===== src/sv/dac_pkg.sv =====
// shared types, codes and widths of the door alarm controller
`timescale 1ns / 1ps
package dac_pkg;

  localparam int TIME_W    = 32;
  localparam int UID_W     = 8;
  localparam int CFG_W     = 24;
  localparam int CFG_IDX_W = 3;

  localparam logic [CFG_IDX_W-1:0] CFG_BUZZER_DURATION  = 3'd0;
  localparam logic [CFG_IDX_W-1:0] CFG_GREEN_WINDOW     = 3'd1;
  localparam logic [CFG_IDX_W-1:0] CFG_SUPPRESS_WINDOW  = 3'd2;
  localparam logic [CFG_IDX_W-1:0] CFG_DECISION_TIMEOUT = 3'd3;
  localparam logic [CFG_IDX_W-1:0] CFG_SEEN_WINDOW      = 3'd4;

  localparam logic [CFG_W-1:0] RST_BUZZER_DURATION  = 24'd60000;
  localparam logic [CFG_W-1:0] RST_GREEN_WINDOW     = 24'd10000;
  localparam logic [CFG_W-1:0] RST_SUPPRESS_WINDOW  = 24'd300000;
  localparam logic [CFG_W-1:0] RST_DECISION_TIMEOUT = 24'd30000;
  localparam logic [CFG_W-1:0] RST_SEEN_WINDOW      = 24'd1500;

  localparam logic [1:0] VOTE_KNOWN   = 2'd1;
  localparam logic [1:0] VOTE_UNKNOWN = 2'd2;

  localparam logic [1:0] DEC_TRIGGER = 2'd1;
  localparam logic [1:0] DEC_CANCEL  = 2'd2;

  typedef enum logic [2:0] {
    OP_TICK     = 3'd0,
    OP_VOTE     = 3'd1,
    OP_DOOR     = 3'd2,
    OP_PRESENCE = 3'd3,
    OP_DECISION = 3'd4,
    OP_COMMAND  = 3'd5,
    OP_LINK     = 3'd6,
    OP_SEEN     = 3'd7
  } op_t;

  typedef enum logic [1:0] {
    LVL_GREEN  = 2'd0,
    LVL_YELLOW = 2'd1,
    LVL_RED    = 2'd2
  } lvl_t;

  typedef enum logic [1:0] {
    FACE_NONE     = 2'd0,
    FACE_MATCHED  = 2'd1,
    FACE_STRANGER = 2'd2
  } face_t;

  typedef struct packed {
    logic [CFG_W-1:0] buzzer_duration;
    logic [CFG_W-1:0] green_window;
    logic [CFG_W-1:0] suppress_window;
    logic [CFG_W-1:0] decision_timeout;
    logic [CFG_W-1:0] seen_window;
  } cfg_t;

  typedef struct packed {
    op_t               operation;
    logic [TIME_W-1:0] now_ms;
    logic [1:0]        vote_kind;
    logic [UID_W-1:0]  user_id;
    logic              event_flag;
    logic [1:0]        decision;
  } item_t;

  typedef struct packed {
    logic              alarm_active;
    logic              buzzer_active;
    logic [TIME_W-1:0] buzzer_start;
    logic              waiting;
    logic [TIME_W-1:0] decision_start;
    logic              known_flag;
    logic [TIME_W-1:0] known_time;
    face_t             face_status;
    logic              credit_done;
    logic [UID_W-1:0]  pending_user;
    logic [UID_W-1:0]  seen_user;
    logic [TIME_W-1:0] seen_time;
    logic              door_is_open;
    logic              occupied_flag;
    logic              decider_online;
    logic              suppress_flag;
    logic [TIME_W-1:0] suppress_start;
    lvl_t              level;
  } state_t;

  typedef struct packed {
    lvl_t             alert_level;
    logic             alarm_on;
    logic             buzzer_on;
    logic             awaiting_decision;
    logic             suppressing;
    logic             alert_raised;
    logic             alarm_cancelled;
    logic             buzzer_silenced;
    logic             user_confirmed;
    logic             door_event;
    logic [UID_W-1:0] door_user;
  } res_t;

endpackage


===== src/sv/dac_cfg_regs.sv =====
// configuration registers of the door alarm controller
`timescale 1ns / 1ps
module dac_cfg_regs (
  input  logic                          clk,
  input  logic                          rst_n,
  input  logic                          wr_en,
  input  logic [dac_pkg::CFG_IDX_W-1:0] wr_index,
  input  logic [dac_pkg::CFG_W-1:0]     wr_data,
  output dac_pkg::cfg_t                 cfg
);
  import dac_pkg::*;

  cfg_t cfg_r;
  cfg_t cfg_nxt;

  always_comb begin
    cfg_nxt = cfg_r;
    if (wr_en) begin
      unique case (wr_index)
        CFG_BUZZER_DURATION:  cfg_nxt.buzzer_duration  = wr_data;
        CFG_GREEN_WINDOW:     cfg_nxt.green_window     = wr_data;
        CFG_SUPPRESS_WINDOW:  cfg_nxt.suppress_window  = wr_data;
        CFG_DECISION_TIMEOUT: cfg_nxt.decision_timeout = wr_data;
        CFG_SEEN_WINDOW:      cfg_nxt.seen_window      = wr_data;
        default:              cfg_nxt = cfg_r;
      endcase
    end
  end

  always_ff @(posedge clk) begin
    if (!rst_n) begin
      cfg_r.buzzer_duration  <= RST_BUZZER_DURATION;
      cfg_r.green_window     <= RST_GREEN_WINDOW;
      cfg_r.suppress_window  <= RST_SUPPRESS_WINDOW;
      cfg_r.decision_timeout <= RST_DECISION_TIMEOUT;
      cfg_r.seen_window      <= RST_SEEN_WINDOW;
    end else begin
      cfg_r <= cfg_nxt;
    end
  end

  assign cfg = cfg_r;

endmodule


===== src/sv/dac_step.sv =====
// event decode and next-state logic for one transaction
`timescale 1ns / 1ps
module dac_step (
  input  dac_pkg::item_t  item,
  input  dac_pkg::state_t cur,
  input  dac_pkg::cfg_t   cfg,
  output dac_pkg::state_t nxt,
  output dac_pkg::res_t   res
);
  import dac_pkg::*;

  typedef struct packed {
    state_t s;
    logic   alert;
    logic   cancelled;
    logic   silenced;
  } work_t;

  function automatic logic in_window(logic [TIME_W-1:0] now, logic [TIME_W-1:0] start,
                                     logic [CFG_W-1:0] win);
    logic [TIME_W-1:0] diff;
    diff = now - start;
    return diff < {{(TIME_W-CFG_W){1'b0}}, win};
  endfunction

  function automatic lvl_t calc_level(state_t s, logic [TIME_W-1:0] now,
                                      logic [CFG_W-1:0] gw);
    lvl_t l;
    if (s.alarm_active) l = LVL_RED;
    else if (s.known_flag && in_window(now, s.known_time, gw)) l = LVL_GREEN;
    else if (s.decider_online && s.occupied_flag) l = LVL_YELLOW;
    else l = LVL_RED;
    return l;
  endfunction

  function automatic work_t do_trigger(work_t w, logic [TIME_W-1:0] now);
    work_t r;
    r = w;
    if (!r.s.alarm_active) begin
      r.s.alarm_active  = 1'b1;
      r.s.buzzer_active = 1'b1;
      r.s.buzzer_start  = now;
      r.s.waiting       = 1'b0;
      r.s.level         = LVL_RED;
      r.alert           = 1'b1;
    end
    return r;
  endfunction

  function automatic work_t do_cancel(work_t w, logic [TIME_W-1:0] now,
                                      logic [CFG_W-1:0] gw);
    work_t r;
    r = w;
    if (r.s.alarm_active) begin
      r.s.alarm_active = 1'b0;
      r.s.known_flag   = 1'b0;
      r.s.face_status  = FACE_NONE;
      if (r.s.buzzer_active) begin
        r.s.buzzer_active = 1'b0;
        r.silenced        = 1'b1;
      end
      r.s.level   = calc_level(r.s, now, gw);
      r.cancelled = 1'b1;
    end
    return r;
  endfunction

  work_t             w;
  logic              n_known;
  logic              n_door;
  logic [UID_W-1:0]  door_user;
  logic [TIME_W-1:0] now;
  logic              sup_live;

  always_comb begin
    now       = item.now_ms;
    w.s       = cur;
    w.alert   = 1'b0;
    w.cancelled = 1'b0;
    w.silenced  = 1'b0;
    n_known   = 1'b0;
    n_door    = 1'b0;
    door_user = '0;
    sup_live  = cur.suppress_flag && in_window(now, cur.suppress_start, cfg.suppress_window);

    unique case (item.operation)
      OP_TICK: begin
        if (w.s.suppress_flag && !in_window(now, w.s.suppress_start, cfg.suppress_window)) begin
          w.s.suppress_flag = 1'b0;
        end
        if (w.s.known_flag && !in_window(now, w.s.known_time, cfg.green_window)) begin
          w.s.known_flag  = 1'b0;
          w.s.face_status = FACE_NONE;
          w.s.credit_done = 1'b0;
          w.s.level       = calc_level(w.s, now, cfg.green_window);
        end
        if (w.s.alarm_active && w.s.buzzer_active &&
            !in_window(now, w.s.buzzer_start, cfg.buzzer_duration)) begin
          w = do_cancel(w, now, cfg.green_window);
        end
        if (w.s.waiting && !in_window(now, w.s.decision_start, cfg.decision_timeout)) begin
          w.s.waiting = 1'b0;
          w = do_trigger(w, now);
        end
      end
      OP_VOTE: begin
        unique case (item.vote_kind)
          VOTE_KNOWN: begin
            w.s.face_status  = FACE_MATCHED;
            w.s.known_flag   = 1'b1;
            w.s.known_time   = now;
            w.s.credit_done  = 1'b0;
            w.s.pending_user = item.user_id;
            w.s.waiting      = 1'b0;
            n_known          = 1'b1;
            w = do_cancel(w, now, cfg.green_window);
            w.s.level = calc_level(w.s, now, cfg.green_window);
          end
          VOTE_UNKNOWN: begin
            w.s.face_status = FACE_STRANGER;
            w.s.level       = calc_level(w.s, now, cfg.green_window);
            if (!sup_live) begin
              if (w.s.level == LVL_RED) begin
                w = do_trigger(w, now);
              end else if (!w.s.alarm_active && !w.s.waiting) begin
                w.s.waiting        = 1'b1;
                w.s.decision_start = now;
                w.alert            = 1'b1;
              end
            end
          end
          default: ;
        endcase
      end
      OP_DOOR: begin
        w.s.door_is_open = item.event_flag;
        n_door           = 1'b1;
        if (item.event_flag && !cur.credit_done) begin
          if (cur.pending_user != '0 && in_window(now, cur.known_time, cfg.green_window)) begin
            door_user = cur.pending_user;
          end else if (cur.seen_user != '0 &&
                       in_window(now, cur.seen_time, cfg.seen_window)) begin
            door_user = cur.seen_user;
          end
          if (door_user != '0) w.s.credit_done = 1'b1;
        end
        if (!item.event_flag) begin
          w.s.pending_user = '0;
          w = do_cancel(w, now, cfg.green_window);
        end
      end
      OP_PRESENCE: begin
        w.s.occupied_flag = item.event_flag;
        w.s.level         = calc_level(w.s, now, cfg.green_window);
      end
      OP_DECISION: begin
        unique case (item.decision)
          DEC_TRIGGER: begin
            if (w.s.waiting) begin
              w.s.waiting = 1'b0;
              w = do_trigger(w, now);
            end
          end
          DEC_CANCEL: begin
            if (w.s.waiting || w.s.alarm_active) begin
              w.s.suppress_flag  = 1'b1;
              w.s.suppress_start = now;
            end
            w.s.waiting = 1'b0;
            w = do_cancel(w, now, cfg.green_window);
          end
          default: ;
        endcase
      end
      OP_COMMAND: begin
        unique case (item.decision)
          DEC_TRIGGER: begin
            w.s.waiting = 1'b0;
            w = do_trigger(w, now);
          end
          DEC_CANCEL: begin
            w.s.waiting        = 1'b0;
            w.s.suppress_flag  = 1'b1;
            w.s.suppress_start = now;
            w = do_cancel(w, now, cfg.green_window);
          end
          default: ;
        endcase
      end
      OP_LINK: begin
        if (w.s.decider_online != item.event_flag) begin
          w.s.decider_online = item.event_flag;
          w.s.level          = calc_level(w.s, now, cfg.green_window);
          if (!item.event_flag && w.s.waiting) begin
            w.s.waiting = 1'b0;
            w = do_trigger(w, now);
          end
        end
      end
      OP_SEEN: begin
        if (item.user_id != '0) begin
          w.s.seen_user = item.user_id;
          w.s.seen_time = now;
        end
      end
      default: ;
    endcase

    nxt                   = w.s;
    res.alert_level       = w.s.level;
    res.alarm_on          = w.s.alarm_active;
    res.buzzer_on         = w.s.buzzer_active;
    res.awaiting_decision = w.s.waiting;
    res.suppressing       = w.s.suppress_flag;
    res.alert_raised      = w.alert;
    res.alarm_cancelled   = w.cancelled;
    res.buzzer_silenced   = w.silenced;
    res.user_confirmed    = n_known;
    res.door_event        = n_door;
    res.door_user         = door_user;
  end

endmodule


===== src/sv/door_alarm_controller.sv =====
// top level of the door alarm controller: input register, state, result register
`timescale 1ns / 1ps
// Door alarm controller. Takes one event transaction per clock while in_stall is low and
// returns one result transaction per event, in order. An event is held in an input
// register, processed combinationally by the next-state logic against the stored alarm
// state, and its result is loaded into the output register, which drives out_valid, when
// the event advances. Sustained rate is one event per cycle; in_stall rises only when
// the result register is full and out_stall holds it. Timeouts use wrapping 32-bit
// millisecond differences against the 24-bit windows. The configuration port is always
// ready; write it only while no event is in flight. Register indexes above 4 are ignored.
module door_alarm_controller (
  input  logic                          clk,
  input  logic                          rst_n,
  input  logic                          in_valid,
  output logic                          in_stall,
  input  logic [2:0]                    in_operation,
  input  logic [dac_pkg::TIME_W-1:0]    in_now_ms,
  input  logic [1:0]                    in_vote_kind,
  input  logic [dac_pkg::UID_W-1:0]     in_user_id,
  input  logic                          in_event_flag,
  input  logic [1:0]                    in_decision,
  output logic                          out_valid,
  input  logic                          out_stall,
  output logic [1:0]                    out_alert_level,
  output logic                          out_alarm_on,
  output logic                          out_buzzer_on,
  output logic                          out_awaiting_decision,
  output logic                          out_suppressing,
  output logic                          out_alert_raised,
  output logic                          out_alarm_cancelled,
  output logic                          out_buzzer_silenced,
  output logic                          out_user_confirmed,
  output logic                          out_door_event,
  output logic [dac_pkg::UID_W-1:0]     out_door_user,
  input  logic                          cfg_valid,
  output logic                          cfg_ready,
  input  logic [dac_pkg::CFG_IDX_W-1:0] cfg_index,
  input  logic [dac_pkg::CFG_W-1:0]     cfg_data
);
  import dac_pkg::*;

  cfg_t   cfg;
  item_t  in_item_r;
  logic   in_full_r;
  logic   in_full_nxt;
  res_t   out_res_r;
  logic   out_full_r;
  logic   out_full_nxt;
  state_t state_r;
  state_t state_nxt;
  state_t state_rst;
  res_t   step_res;
  logic   accept;
  logic   advance;

  assign cfg_ready = 1'b1;

  dac_cfg_regs u_cfg (
    .clk      (clk),
    .rst_n    (rst_n),
    .wr_en    (cfg_valid && cfg_ready),
    .wr_index (cfg_index),
    .wr_data  (cfg_data),
    .cfg      (cfg)
  );

  dac_step u_step (
    .item (in_item_r),
    .cur  (state_r),
    .cfg  (cfg),
    .nxt  (state_nxt),
    .res  (step_res)
  );

  assign advance  = in_full_r && (!out_full_r || !out_stall);
  assign in_stall = in_full_r && !advance;
  assign accept   = in_valid && !in_stall;

  always_comb begin
    in_full_nxt = in_full_r;
    if (accept) in_full_nxt = 1'b1;
    else if (advance) in_full_nxt = 1'b0;
    out_full_nxt = out_full_r;
    if (advance) out_full_nxt = 1'b1;
    else if (!out_stall) out_full_nxt = 1'b0;
  end

  always_ff @(posedge clk) begin
    if (!rst_n) begin
      in_full_r  <= 1'b0;
      out_full_r <= 1'b0;
    end else begin
      in_full_r  <= in_full_nxt;
      out_full_r <= out_full_nxt;
    end
  end

  // payload registers
  always_ff @(posedge clk) begin
    if (accept) begin
      in_item_r.operation  <= op_t'(in_operation);
      in_item_r.now_ms     <= in_now_ms;
      in_item_r.vote_kind  <= in_vote_kind;
      in_item_r.user_id    <= in_user_id;
      in_item_r.event_flag <= in_event_flag;
      in_item_r.decision   <= in_decision;
    end
    if (advance) out_res_r <= step_res;
  end

  always_comb begin
    state_rst             = '0;
    state_rst.face_status = FACE_NONE;
    state_rst.level       = LVL_RED;
  end

  always_ff @(posedge clk) begin
    if (!rst_n) begin
      state_r <= state_rst;
    end else if (advance) begin
      state_r <= state_nxt;
    end
  end

  assign out_valid             = out_full_r;
  assign out_alert_level       = out_res_r.alert_level;
  assign out_alarm_on          = out_res_r.alarm_on;
  assign out_buzzer_on         = out_res_r.buzzer_on;
  assign out_awaiting_decision = out_res_r.awaiting_decision;
  assign out_suppressing       = out_res_r.suppressing;
  assign out_alert_raised      = out_res_r.alert_raised;
  assign out_alarm_cancelled   = out_res_r.alarm_cancelled;
  assign out_buzzer_silenced   = out_res_r.buzzer_silenced;
  assign out_user_confirmed    = out_res_r.user_confirmed;
  assign out_door_event        = out_res_r.door_event;
  assign out_door_user         = out_res_r.door_user;

`ifndef NO_ASSERTIONS
  a_alarm_red: assert property (@(posedge clk) disable iff (!rst_n)
    state_r.alarm_active |-> state_r.level == LVL_RED)
    else $error("alarm active without red level");

  a_alarm_not_waiting: assert property (@(posedge clk) disable iff (!rst_n)
    !(state_r.alarm_active && state_r.waiting))
    else $error("decision pending while alarm active");

  a_buzzer_alarm: assert property (@(posedge clk) disable iff (!rst_n)
    state_r.buzzer_active |-> state_r.alarm_active)
    else $error("buzzer sounding without alarm");

  a_advance_out: assert property (@(posedge clk) disable iff (!rst_n)
    advance |=> out_valid)
    else $error("processed transaction not presented");

  a_stall_empty: assert property (@(posedge clk) disable iff (!rst_n)
    !in_full_r |-> !in_stall)
    else $error("input stalled with empty input register");
`endif

endmodule

===== config.mk =====
export PLATFORM = sky130hd
export DESIGN_NAME = door_alarm_controller
export DESIGN_NICKNAME = d
export VERILOG_FILES = /design/src/sv/dac_pkg.sv /design/src/sv/dac_cfg_regs.sv /design/src/sv/dac_step.sv /design/src/sv/door_alarm_controller.sv
export SDC_FILE = /design/constraint.sdc
export NUM_CORES = 1
export LEC_CHECK = 0
export ABC_AREA = 1
export ABC_CLOCK_PERIOD_IN_PS = 9700
export BUFFER_PORTS_ARGS = -buffer_cell sky130_fd_sc_hd__buf_2
export CAP_MARGIN = 20
export CELL_PAD_IN_SITES_DETAIL_PLACEMENT = 0
export CELL_PAD_IN_SITES_GLOBAL_PLACEMENT = 1
export CORE_MARGIN = 3
export CORE_UTILIZATION = 51
export CTS_BUF_LIST = sky130_fd_sc_hd__clkbuf_8
export DETAILED_ROUTE_END_ITERATION = 10
export HOLD_SLACK_MARGIN = 0.03
export PLACE_DENSITY = 0.9
export SLEW_MARGIN = 15
export SYNTH_ARGS = -nofsm -noshare
export SYNTH_HDL_FRONTEND = slang
export SYNTH_SLANG_ARGS = --single-unit

===== constraint.sdc =====
create_clock -name clk -period 9.7 [get_ports clk]
set_input_delay 0.485 -clock clk [delete_from_list [all_inputs] [get_ports clk]]
set_output_delay 0.485 -clock clk [all_outputs]
set_load 0.02 [all_outputs]

---- Word-level counts from Yosys, hierarchy flattened ----
Index checks and enable logic that the tools add are counted.
word-level totals
  word-level logic and storage cells ...... 246
  register bits ........................... 378
  output and inout port bits .............. 22
  input port bits ......................... 80
operators by class
  $lt $le $gt $ge ......................... 6
  mux-type cells .......................... 78
  add/subtract/negate cells ............... 6
  reductions and logical operators ........ 67
  equal/unequal tests ..................... 42
  bitwise operators ....................... 5
operators with widths
  kind                                                    count
  two-way mux 192 bit                                     8
  case mux 192 bit (2 select lines)                       3
  case mux 111 bit (6 select lines)                       1
  case mux 40 bit (7 select lines)                        1
  case mux 34 bit (6 select lines)                        1
  less-than comparator 32 x 24 -> 1 bit                   6
  subtractor 32 bit                                       6
  two-way mux 34 bit                                      4
  two-way mux 33 bit                                      3
  two-way mux 2 bit                                       23
  two-way mux 40 bit                                      1
  inequality test 2 bit (second input constant)           17
  two-way mux 8 bit                                       4
  nonzero test 8 bit                                      4
  AND reduction 8 bit                                     3
  AND reduction 7 bit                                     3
  two-way mux 1 bit                                       20
  AND reduction 10 bit                                    2
  logical AND 1 bit                                       19
  case mux 3 bit (6 select lines)                         1
  == test 3 bit (second input constant)                   5
  two-way mux 3 bit                                       5
  AND reduction 15 bit                                    1
  inequality test 2 x 1 -> 1 bit (second input constant)  7
  20 further kinds                                        56

---- Longest topological paths before layout ----
  depth after elaboration ................. 14
  depth in mapped cells ................... 31
  depth with buffers taken out ............ 31

---- By module ----
From an unflattened synthesis, not the netlist that was laid out.
unflattened totals
  cells, all modules ...................... 5552
  area total of the unflattened synthesis .. 34008.9 µm²
modules (own cells, without submodules)
  module                 sequential area each (µm²)  cells an instance  area each (µm²)  instances
  dac_step               0.0                         3580               18864.3          1
  door_alarm_controller  5835.6                      1318               10466.3          1
  dac_cfg_regs           2402.3                      654                4678.2           1

---- Worst setup path before layout ----
Ideal clock, no wire load.
  kind .................................... register -> register
  start ................................... register in_item_r[14] (netlist bit)
  end ..................................... register state_r[158] (netlist bit)
  slack ................................... 5.856 ns
  cell stages (with the launch flop) ...... 28
  required time ........................... 9.557 ns
  clock period less this slack ............ 3.844 ns
  arrival time ............................ 3.701 ns
  path buffers ............................ 1
  setup time .............................. 0.143 ns
  cells stage by stage .................... edfxtp_1 ha_1 nand3_1 nand2_1 nand2_1 o211ai_1 a21o_1 nand2_1 a21oi_1 nand2_1 nand2_1 xor2_1 ha_1 a21oi_1 o21ai_0 nor2_1 nand2_1 nor2_1 nand3_1 o21bai_2 nand2_1 nand2_1 nand2_1 nand3_4 inv_2 buf_6 nand2_1 a21oi_2
between the ends
  word-level cells in the longest chain between the ends .. 10
  elaborated cells between the ends (all ways) .. 27
  those cells by class .................... 4 x add/sub; 4 x order compare; 3 x eq/ne; 9 x mux; 7 x reduce/logical
ends and longest elaborated chain
  what                                      RTL line                      RTL
  start, declared                           door_alarm_controller.sv:43   item_t in_item_r;
  subtractor 32 bit                         dac_step.sv:22                diff = now - start;
  less-than comparator 32 x 24 -> 1 bit     n/a
  logical AND 1 bit                         dac_step.sv:30                else if (s.known_flag && in_window(now, s.known_time, gw)) l = LVL_GREEN;
  two-way mux 2 bit                         dac_step.sv:30
  two-way mux 2 bit                         dac_step.sv:29                if (s.alarm_active) l = LVL_RED;
  two-way mux 2 bit                         dac_step.sv:107               unique case (item.vote_kind)
  two-way mux 2 bit                         dac_step.sv:86                unique case (item.operation)
  == test 2 bit                             dac_step.sv:123               if (w.s.level == LVL_RED) begin
  inequality test 2 x 1 -> 1 bit (no line)  n/a
  AND reduction 15 bit (no line)            n/a
  end signal, assigned                      door_alarm_controller.sv:119  state_r <= state_rst;
  end signal, assigned                      door_alarm_controller.sv:121  state_r <= state_nxt;
  end, declared                             door_alarm_controller.sv:49   state_t state_r;
Parallel ways exist; a longest one is shown, timed or not. The select of a mux whose other input is x is not followed.
A chain may end at the register's enable or synchronous reset.

---- Worst setup path after layout ----
  start ................................... register in_item_r[22] (netlist bit)
  end ..................................... register state_r[179] (netlist bit)
The elaborated chain is that of the path after synthesis.

==> qor.tcl <==
set qor(grt_pass1_vias) 26430
set qor(cts_tree) {built}
set qor(grt_total_usage_pct) 32.72
set qor(chipHeight_um) 241.9
set qor(maxSlewHeadroom_pct) 31.30
set qor(post_synth.cell_area_avg_um2) 6.659
set qor(io_buffer_count) 100
set qor(worst_r2r_path_depth) 25
set qor(ys.flop_type) {dfxtp_1}
set qor(cp-end-kind) {register}
set qor(setup_skew_after_layout_ns) 0.03676
set qor(grt.met2_usage_pct) 55.61
set qor(cp-endpoint) {state_r[179]}
set qor(globalRoute.busiestLayer) {met2}
set qor(vias) 28360
set qor(worst_skew_pair.late_latency_ns) 0.67
set qor(route.detailed.drc) 0
set qor(drt-wirelength-per-cell_um) 19.15
set qor(post-route-min-period_ns) 5.550
set qor(cts.clk_slew.worst_paths_ns) 0.07
set qor(yosysSeqAreaShare_pct) 28.81
set qor(cts_max_path_buffers) 3
set qor(die-area_um2) 58530
set qor(grt_remaining_overflow) 0
set qor(post_drt_via_cell_ratio) 5.469
set qor(initial_antenna_violation_count) 10
set qor(io_pins) 102
set qor(first_pass_iters) 6
set qor(timing.rr.start) {in_item_r[22]}
set qor(netlist.top_cell.by_area) {dfxtp_1}
set qor(class_of_the_most_critical_setup_path) {register to register}
set qor(post_dp_cell_area_um2) 29590
set qor(drive_gt1_share_pct) 7.313
set qor(cts.sink_count) 375
set qor(yosys.cell_types.count) 58
set qor(timing_hold_violations_final) 0
set qor(peak_supply_drop_v) 0.0001674
set qor(ys_warn_count) 0
set qor(fmaxAchievable_ghz) 0.1802
set qor(clockRootBuffer) {clkbuf_8}
set qor(cts-buffers-inserted) 68
set qor(synth.net_count) 4624
set qor(floorplan.die.width_um) 241.9
set qor(totalNegativeSetupSlack_ns) 0
set qor(grt_first_pass_wirelength_mm) 149.6
set qor(worst-path-max-fanout) 33
set qor(drv_slew) 0
set qor(worst-endpoint-required_ns) 10.29
set qor(final_design_area_excluding_fillers_um2) 31450
set qor(gr-usage-met1_pct) 39.37
set qor(synth.ff_latch_count) 375
set qor(arrival_time_reported_for_the_critical_path_endpoint_ns) 6.14
set qor(hold_path_class) {primary input to register}
set qor(syn-cell-area_um2) 28390
set qor(crit_path_start) {in_item_r[22]}
set qor(postSynthCellCount) 4263
set qor(finalPower_uw) 4159
set qor(finish.net_count) 4757
set qor(max_cap_violations) 0
set qor(synthArstFlopShare_pct) 0
set qor(detailedPlacementHpwl_mm) 72.90
set qor(pin_slew_with_the_least_headroom_to_its_limit_ns) 1.029
set qor(area_of_the_core_um2) 54450
set qor(leakage_uw) 0.01421
set qor(grt_start_max_net_pins) 76
set qor(setup_viol) 0
set qor(ctsHtreeMaxLevel) 3
set qor(synthDominantCellAreaShare_pct) 21.72
set qor(post_synth_edffs) 67
set qor(cts_setup_buffers) 0
set qor(effective_utilization_at_floorplan_pct) 52.13
set qor(setup_repair_after_global_routing_missed_its_margin) {false}
set qor(gpl_congestion) 0.9846
set qor(powerDensity_nw_per_um2) 132.2
set qor(drtAntennaViolNets) 0
set qor(setup.reg_to_reg.worst_slack_ns) 4.15
set qor(placementRows) 85
set qor(wire_length_reported_by_the_detailed_router_mm) 99.28
set qor(timing.rr.end) {state_r[179]}
set qor(layout_area_overhead_pct) 10.81
set qor(timing.critical_path.from_type) {register}
set qor(result_of_the_run) {finished clean}
set qor(post_synth_main_area_contributors) {dfxtp_1 22%, nand2_1 14%, ha_1 12%}
set qor(drt-initial-drc-count) 2290
set qor(grt_use_met3_pct) 6.818
set qor(min_period_over_period_pct) 57.22
set qor(cts-resized-gates) 0
flip-flops by register name (all words and copies together) (netlist names), 2 cells and up:
signal	count
state_r	186
u_cfg.cfg	120
in_item_r	48
out_door_user	8
out_alert_level	2
synth_stat cells (all sizes together) (35+ instances only):
| library cell | number |
|---|---|
| nand2 | 1092 |
| inv | 654 |
| a21oi | 511 |
| nor2 | 353 |
| dfxtp | 308 |
| ha | 276 |
| o21ai | 258 |
| nand3 | 188 |
| clkbuf | 97 |
| xor2 | 86 |
| edfxtp | 67 |
| o211ai | 67 |
| a211oi | 38 |
| nor3 | 37 |
| nand4 | 35 |
critical path, cell delays in order (launching register included):
cell and delay (ns):
edfxtp_1 0.92, ha_1 0.41, a21oi_1 0.24, o21ai_0 0.18, a21oi_1 0.14, nand2_1 0.17
nand2_1 0.10, a21oi_1 0.11, nand2_1 0.08, nand2_1 0.06, xor2_1 0.16, ha_1 0.30
nand4_1 0.11, nor2_1 0.12, nand3_1 0.08, a21oi_1 0.23, a21oi_1 0.09, nand3_1 0.13
o21bai_2 0.10, nand2_1 0.11, nand2_1 0.10, nand2_1 0.12, nand3_4 0.41, inv_2 0.67
nand2_1 0.15, a21oi_2 0.14
through the flow:
stage / std cells / util (%) / hold slack [ns] / worst slack, ns
5_1_grt: 5185 / 57.76 / 0.03425 / 3.738
3_5_place_dp: 5017 / 54.34 / 0.4448 / 4.192
4_1_cts: 5181 / 57.69 / 0.03007 / 4.204
6_report: 5185 / 57.76 / 0.07201 / 4.150
2_1_floorplan: 4263 / - / 0.4274 / 5.856
3_3_place_gp: 5016 / 54.31 / 0.4386 / 4.239
power breakdown:
part	total [uW]	switching, uW	internal [uW]
sequential	1670	36.7	1630
combinational	942	626	316
clock	1550	717	834
layer usage:
| metal | up-vias | share of wire [%] |
|---|---|---|
| li1 | 14250 | - |
| met1 | 12940 | 41 |
| met4 | 8 | 5.3 |
| met3 | 248 | 7.1 |
| met5 | - | 0.044 |
| met2 | 911 | 47 |
cells by family after synthesis:
logic type / synth area share [%]
adder cells (fa/ha/maj): 12.52
AND/OR/NAND/NOR: 25.65
XOR/XNOR: 3.606
other: 0.01321
buffers and inverters: 10.56
flip-flops: 28.81
AO/OA/AOI/OAI: 18.84
how the worst min path moves through the flow:
stage / start / endpoint / cells past startpoint
after floorplan: state_r[122] / state_r[122] / 2
after global placement: state_r[122] / state_r[122] / 2
after detailed placement: state_r[122] / state_r[122] / 2
after CTS: in_now_ms[6] / in_item_r[19] / 1
after global routing: in_now_ms[1] / in_item_r[14] / 1
final: in_now_ms[1] / in_item_r[14] / 1
layout make-up:
| type | instances | area (um2) |
|---|---|---|
| Fill cell | 5466 | 23000 |
| Multi-Input combinational cell | 3109 | 17240 |
| Sequential cell | 375 | 8178 |
| Inverter | 659 | 2476 |
| Timing Repair Buffer | 183 | 1264 |
| Clock buffer | 80 | 1101 |
| Tap cell | 739 | 924.6 |
| Clock inverter | 38 | 264.0 |
| Antenna cell | 2 | 5.005 |
cells in the final DEF, fill, tap and decap left out, types with 12 or more instances in the layout:
cell	synthesis	layout
nand2_2	20	21
nor2_1	342	340
nand4_1	35	35
a21oi_2	30	30
o21ai_1	20	20
nand2_1	1071	1070
xor2_1	85	85
nor3_1	36	34
a211oi_1	38	38
a21o_1	12	12
buf_2	14	99
o21bai_1	19	19
o211ai_1	67	67
dlygate4sd3_1	0	47
buf_4	1	35
xnor2_1	30	30
clkbuf_8	0	80
dfxtp_1	308	308
o21ai_0	237	236
inv_1	645	665
a21oi_1	481	481
a31oi_1	27	27
nand3_1	183	182
edfxtp_1	67	67
nor4_1	21	21
nand3b_1	16	16
ha_1	276	276
what timing repair did:
action                     CTS  global route
hold endpoints to repair    46             1
hold buffers                46             1
setup endpoints to repair    0             0
(Power assumes the default switching activity.)
